$ cat src/rtl/dve_pkg.sv
`default_nettype none

package dve_pkg;

    localparam int unsigned VALUE_W = 32;
    localparam int unsigned DIGIT_W = 7;
    localparam int unsigned BYTE_W  = 8;

    typedef logic [VALUE_W-1:0] value_t;

    // Handoff from the delta stage to the byte serializer
    typedef struct packed {
        logic   valid;
        value_t number;
    } delta_xfer_t;

endpackage

`default_nettype wire

$ cat src/rtl/dve_delta.sv
`default_nettype none

module dve_delta (
    input  wire logic                  aclk,
    input  wire logic                  aresetn,
    input  wire logic                  s_valid,
    output logic                       s_ready,
    input  wire dve_pkg::value_t       s_value,
    input  wire logic                  s_first,
    output dve_pkg::delta_xfer_t       xfer,
    input  wire logic                  xfer_ready
);

    logic            full_reg;
    logic            full_next;
    dve_pkg::value_t prev_reg;
    dve_pkg::value_t prev_next;
    dve_pkg::value_t number_reg;
    dve_pkg::value_t number_next;
    logic            accept;

    assign s_ready = !full_reg;
    assign accept  = s_valid && s_ready;

    always_comb begin
        full_next   = full_reg;
        prev_next   = prev_reg;
        number_next = number_reg;
        if (full_reg && xfer_ready) begin
            full_next = 1'b0;
        end
        if (accept) begin
            full_next   = 1'b1;
            prev_next   = s_value;
            // First element of a list codes the value itself; wrap otherwise
            number_next = s_first ? s_value : (s_value - prev_reg);
        end
    end

    always_ff @(posedge aclk) begin
        if (!aresetn) begin
            full_reg <= 1'b0;
            prev_reg <= '0;
        end else begin
            full_reg <= full_next;
            prev_reg <= prev_next;
        end
        number_reg <= number_next;
    end

    assign xfer.valid  = full_reg;
    assign xfer.number = number_reg;

endmodule

`default_nettype wire

$ cat src/rtl/dve_serializer.sv
`default_nettype none

module dve_serializer (
    input  wire logic                          aclk,
    input  wire logic                          aresetn,
    input  wire dve_pkg::delta_xfer_t          xfer,
    output logic                               xfer_ready,
    output logic                               m_valid,
    input  wire logic                          m_ready,
    output logic [dve_pkg::BYTE_W-1:0]         m_code_byte,
    output logic                               m_last_byte
);

    logic                          busy_reg;
    logic                          busy_next;
    dve_pkg::value_t               shift_reg;
    dve_pkg::value_t               shift_next;
    logic                          valid_reg;
    logic                          valid_next;
    logic [dve_pkg::BYTE_W-1:0]    byte_reg;
    logic [dve_pkg::BYTE_W-1:0]    byte_next;
    logic                          last_reg;
    logic                          last_next;
    logic                          emit;
    logic                          more;

    assign xfer_ready = !busy_reg;
    assign emit       = busy_reg && (!valid_reg || m_ready);
    assign more       = |shift_reg[dve_pkg::VALUE_W-1:dve_pkg::DIGIT_W];

    always_comb begin
        busy_next  = busy_reg;
        shift_next = shift_reg;
        valid_next = valid_reg;
        byte_next  = byte_reg;
        last_next  = last_reg;
        if (valid_reg && m_ready) begin
            valid_next = 1'b0;
        end
        if (emit) begin
            // Send the low group, then advance by one digit
            valid_next = 1'b1;
            byte_next  = {more, shift_reg[dve_pkg::DIGIT_W-1:0]};
            last_next  = !more;
            shift_next = {{dve_pkg::DIGIT_W{1'b0}},
                          shift_reg[dve_pkg::VALUE_W-1:dve_pkg::DIGIT_W]};
            busy_next  = more;
        end else if (!busy_reg && xfer.valid) begin
            busy_next  = 1'b1;
            shift_next = xfer.number;
        end
    end

    always_ff @(posedge aclk) begin
        if (!aresetn) begin
            busy_reg  <= 1'b0;
            valid_reg <= 1'b0;
        end else begin
            busy_reg  <= busy_next;
            valid_reg <= valid_next;
        end
        shift_reg <= shift_next;
        byte_reg  <= byte_next;
        last_reg  <= last_next;
    end

    assign m_valid     = valid_reg;
    assign m_code_byte = byte_reg;
    assign m_last_byte = last_reg;

endmodule

`default_nettype wire

$ cat src/rtl/delta_varint_encoder.sv
`default_nettype none

// Delta + LEB128 varint encoder. Each input transaction carries one 32-bit
// list element; with s_first set the value is coded as is, otherwise its
// difference from the previous element (modulo 2^32). Every coded number
// leaves as 1 to 5 output transactions, one varint byte each, least
// significant 7-bit group first, bit 7 set on all but the final byte, which
// carries m_last_byte. A shift register drops one 7-bit digit per cycle
// into the output register while m_ready does not hold it back. An element
// passes the delta register, is then loaded into the serializer shift
// register, and its bytes then leave through the output register; stalls on
// m_ready hold the output byte. The delta stage takes the next element while
// the serializer is still busy.

module delta_varint_encoder (
    input  wire logic                          aclk,
    input  wire logic                          aresetn,
    input  wire logic                          s_valid,
    output logic                               s_ready,
    input  wire logic [dve_pkg::VALUE_W-1:0]   s_value,
    input  wire logic                          s_first,
    output logic                               m_valid,
    input  wire logic                          m_ready,
    output logic [dve_pkg::BYTE_W-1:0]         m_code_byte,
    output logic                               m_last_byte
);

    dve_pkg::delta_xfer_t xfer;
    logic                 xfer_ready;

    dve_delta u_delta (
        .aclk       (aclk),
        .aresetn    (aresetn),
        .s_valid    (s_valid),
        .s_ready    (s_ready),
        .s_value    (s_value),
        .s_first    (s_first),
        .xfer       (xfer),
        .xfer_ready (xfer_ready)
    );

    dve_serializer u_serializer (
        .aclk        (aclk),
        .aresetn     (aresetn),
        .xfer        (xfer),
        .xfer_ready  (xfer_ready),
        .m_valid     (m_valid),
        .m_ready     (m_ready),
        .m_code_byte (m_code_byte),
        .m_last_byte (m_last_byte)
    );

endmodule

`default_nettype wire
$ cat config.mk
export PLATFORM = sky130hd
export DESIGN_NAME = delta_varint_encoder
export DESIGN_NICKNAME = d
export VERILOG_FILES = /design/src/rtl/dve_pkg.sv /design/src/rtl/dve_delta.sv /design/src/rtl/dve_serializer.sv /design/src/rtl/delta_varint_encoder.sv
export SDC_FILE = /design/constraint.sdc
export NUM_CORES = 1
export LEC_CHECK = 0
export BUFFER_PORTS_ARGS = -buffer_cell sky130_fd_sc_hd__buf_2
export CAP_MARGIN = 20
export CORE_MARGIN = 5
export CORE_UTILIZATION = 32
export CTS_CLUSTER_DIAMETER = 120
export CTS_CLUSTER_SIZE = 24
export DETAILED_ROUTE_END_ITERATION = 10
export GPL_TIMING_DRIVEN = 1
export SETUP_SLACK_MARGIN = 0.02
export SLEW_MARGIN = 10
export SYNTH_ARGS = -nofsm -noshare
export SYNTH_HDL_FRONTEND = slang
export SYNTH_SLANG_ARGS = --single-unit
$ cat constraint.sdc
create_clock -name aclk -period 3.5 [get_ports aclk]
set_input_delay 0.7 -clock aclk [delete_from_list [all_inputs] [get_ports aclk]]
set_output_delay 0.7 -clock aclk [all_outputs]
set_load 0.05 [all_outputs]
==> flow_metrics.py <==
metrics = {
    "placement": {
        "dpl.cell_count": 899,
        "dpl_worst_slack_ns": 0.2617,
        "gp_congestion": 0.8303,
        "port_buffers": 47,
        "place_hpwl_microns": 9602,
    },
    "die": {
        "rows": 50,
        "die_y_microns": 147.5,
        "ios": 48,
        "die_w_microns": 147.5,
        "initial_utilization": 0.3246,
        "core_sq_um": 18640,
        "fp.dieArea_sq_um": 21760,
    },
    "pwr": {
        "power_frac_clock": 0.324,
        "pwr-share-comb": 0.202,
        "p_seq_frac": 0.475,
        "powerDensity_nw_per_um2": 477.3,
        "p_sw_mw": 0.9294,
        "p_sw_frac": 0.2854,
        "vdd_drop_max_mv": 0.2546,
        "p_int_mw": 2.327,
        "leakage_nw": 2.668,
    },
    "clock_tree": {
        "cts_resized": 0,
        "clkTransAtPathRegs_ns": 0.07,
        "cts.sinks": 108,
        "cts_tree": "built",
        "post_cts_buffers": 0,
        "cts_hold_buf": 0,
        "clockRootBuffer": "clkbuf_16",
        "clk_latency_ns": 0.35,
        "clk_path_buf_depth": 2,
        "cts.htree.levels": 3,
        "cts_buffers": 9,
    },
    "sta": {
        "relSlewSlack": 0.4479,
        "layout_min_cycle_time_ns": 2.892,
        "worst_pin_slew_ns": 0.8269,
        "finalCritPeriodShare": 0.8264,
        "hold_violations": 0,
        "layout_setup_ws_ns": 0.6076,
        "timing.fmax_mhz": 345.7,
        "setup-tns-final_ns": 0,
        "holdWs_ns": 0.4226,
        "setup_violations": 0,
        "drv_slew": 0,
        "finClkSkew_ns": 0.01018,
        "rsz0062_at_grt": "no",
    },
    "synth": {
        "synth_top_area_cell": "edfxtp_1",
        "synth-edff-count": 66,
        "ys_ff_latch": 108,
        "synth.most_common_cell": "nand2_1",
        "synth_fp_nets": 703,
        "syn_area_per_cell_sq_um": 9.546,
        "yosysSeqAreaShare": 0.4664,
        "netlist_instances": 634,
        "synth_top_flop_cell": "edfxtp_1",
        "syn_area_sq_um": 6052,
        "synth_area_leaders": "edfxtp_1, dfxtp_1, nand2_1",
        "netlist-cell-type-count": 60,
        "synth_top_area_frac": 0.3275,
        "yosys-top-cells-count": "nand2_1, edfxtp_1, inv_1",
        "synth_warnings": 0,
        "async_flop_share": 0,
    },
    "grt": {
        "antenna_found_initial": 0,
        "grtUsageTotal": 0.1228,
        "grt_pass1_vias": 4280,
        "grt_start_max_net_pins": 54,
        "grt-ovfl-total": 0,
        "grt_pass1_wl_microns": 21530,
    },
    "route": {
        "drtAntennaViolNets": 0,
        "drt_pass1_iterations": 4,
        "wl_per_cell_microns": 14.07,
        "wl_microns": 12870,
        "vias": 4386,
        "first_iter_violations": 332,
        "drc": 0,
        "vias_per_cell": 4.793,
    },
    "worst_setup_path": {
        "path_max_fanout": 5,
        "crit_path_end_kind": "flop",
        "start_kind": "input pin",
        "critPathRequiredTime_ns": 3.60,
        "crit_arrival_ns": 2.99,
        "crit_type": "input pin to flop",
    },
    "final_layout": {
        "antenna_cells": 0,
        "post-route-util": 0.3660,
        "fin_cells": 915,
        "drive_above_1_share": 0.1601,
        "area_delta_synth_final_pct": 12.74,
        "finalNetCount": 745,
    },
    "run": {
        "timing.max_cap.violations": 0,
    },
    "outcome": {
        "status": "finished clean",
    },
    "min_path": {
        "hp-class": "flop to flop",
    },
}
==> area by class of cell <==
| class | instances | area, sq um |
|---|---|---|
| inverters | 45 | 168.9 |
| fillers | 1931 | 11820 |
| well taps | 234 | 292.8 |
| multi-input cells | 459 | 2953 |
| clock inverters | 7 | 80.08 |
| repair buffers | 53 | 280.3 |
| clock buffers | 9 | 225.2 |
| flip-flops and latches | 108 | 2823 |
==> cells in the final DEF (no fill, tap or decap), types with 14 or more instances in the layout <==
master,synthesis,final
nand2_1,136,136
edfxtp_1,66,66
buf_2,0,47
inv_1,45,44
dfxtp_1,42,42
a21oi_1,34,34
a21boi_0,34,34
ha_1,31,31
nor2_1,29,29
mux2_2,25,25
o21ai_0,25,25
a21o_1,14,14
==> cell families (layout without fill, tap and decap cells) <==
| family | Yosys count | in the layout | synth area share |
|---|---|---|---|
| adder cells (fa/ha/maj) | 32 | 32 | 0.06740 |
| multiplexers | 28 | 28 | 0.05148 |
| buffers and inverters | 67 | 114 | 0.04569 |
| AO/OA/AOI/OAI | 161 | 161 | 0.1819 |
| flip-flops | 108 | 108 | 0.4664 |
| AND/OR/NAND/NOR | 213 | 213 | 0.1509 |
| XOR/XNOR | 25 | 25 | 0.03618 |
==> metal layers <==
metal / global-route usage / part of all wire
met2: 0.2026 / 0.46
met5: 0 / 0
met4: 0.04007 / 0.016
met3: 0.02698 / 0.039
met1: 0.1605 / 0.48
==> power by group through the flow <==
stage / sequential (mW) / clock [mW] / combinational, mW
2_1_floorplan: 1.58 / 0 / 0.483
3_3_place_gp: 1.58 / 0 / 0.652
3_5_place_dp: 1.58 / 0 / 0.658
4_1_cts: 1.55 / 1.10 / 0.662
5_1_grt: 1.56 / 1.13 / 0.738
6_report: 1.55 / 1.05 / 0.656
==> final timing paths <==
path,startpoint,endpoint,slack (ns),depth (start not counted)
setup reg to reg,u_delta.prev_reg[0],u_delta.number_reg[26],0.78,10
setup / recovery,s_value[0],u_delta.number_reg[26],0.61,12
hold / removal,u_serializer.shift_reg[4],u_serializer.m_code_byte[4],0.42,0
hold reg to reg,u_serializer.shift_reg[4],u_serializer.m_code_byte[4],0.42,0
==> through the flow <==
| stage | instance area, sq um | power [mW] |
|---|---|---|
| final | 6823 | 3.256 |
| after global routing | 6823 | 3.433 |
| after CTS | 6823 | 3.308 |
| after detailed placement | 6518 | 2.236 |
| after global placement | 6518 | 2.229 |
| after floorplan | 6052 | 2.060 |
==> worst max-delay path, stage by stage <==
cell	delay, ns
buf_2	0.08
inv_1	0.04
ha_1	0.22
fa_1	0.40
nor2b_1	0.16
o2111ai_1	0.18
a21oi_2	0.23
o21a_1	0.21
a31o_1	0.25
a21oi_4	0.10
nor4_1	0.34
nor3_2	0.07
Power figures use the tool's default switching activity.
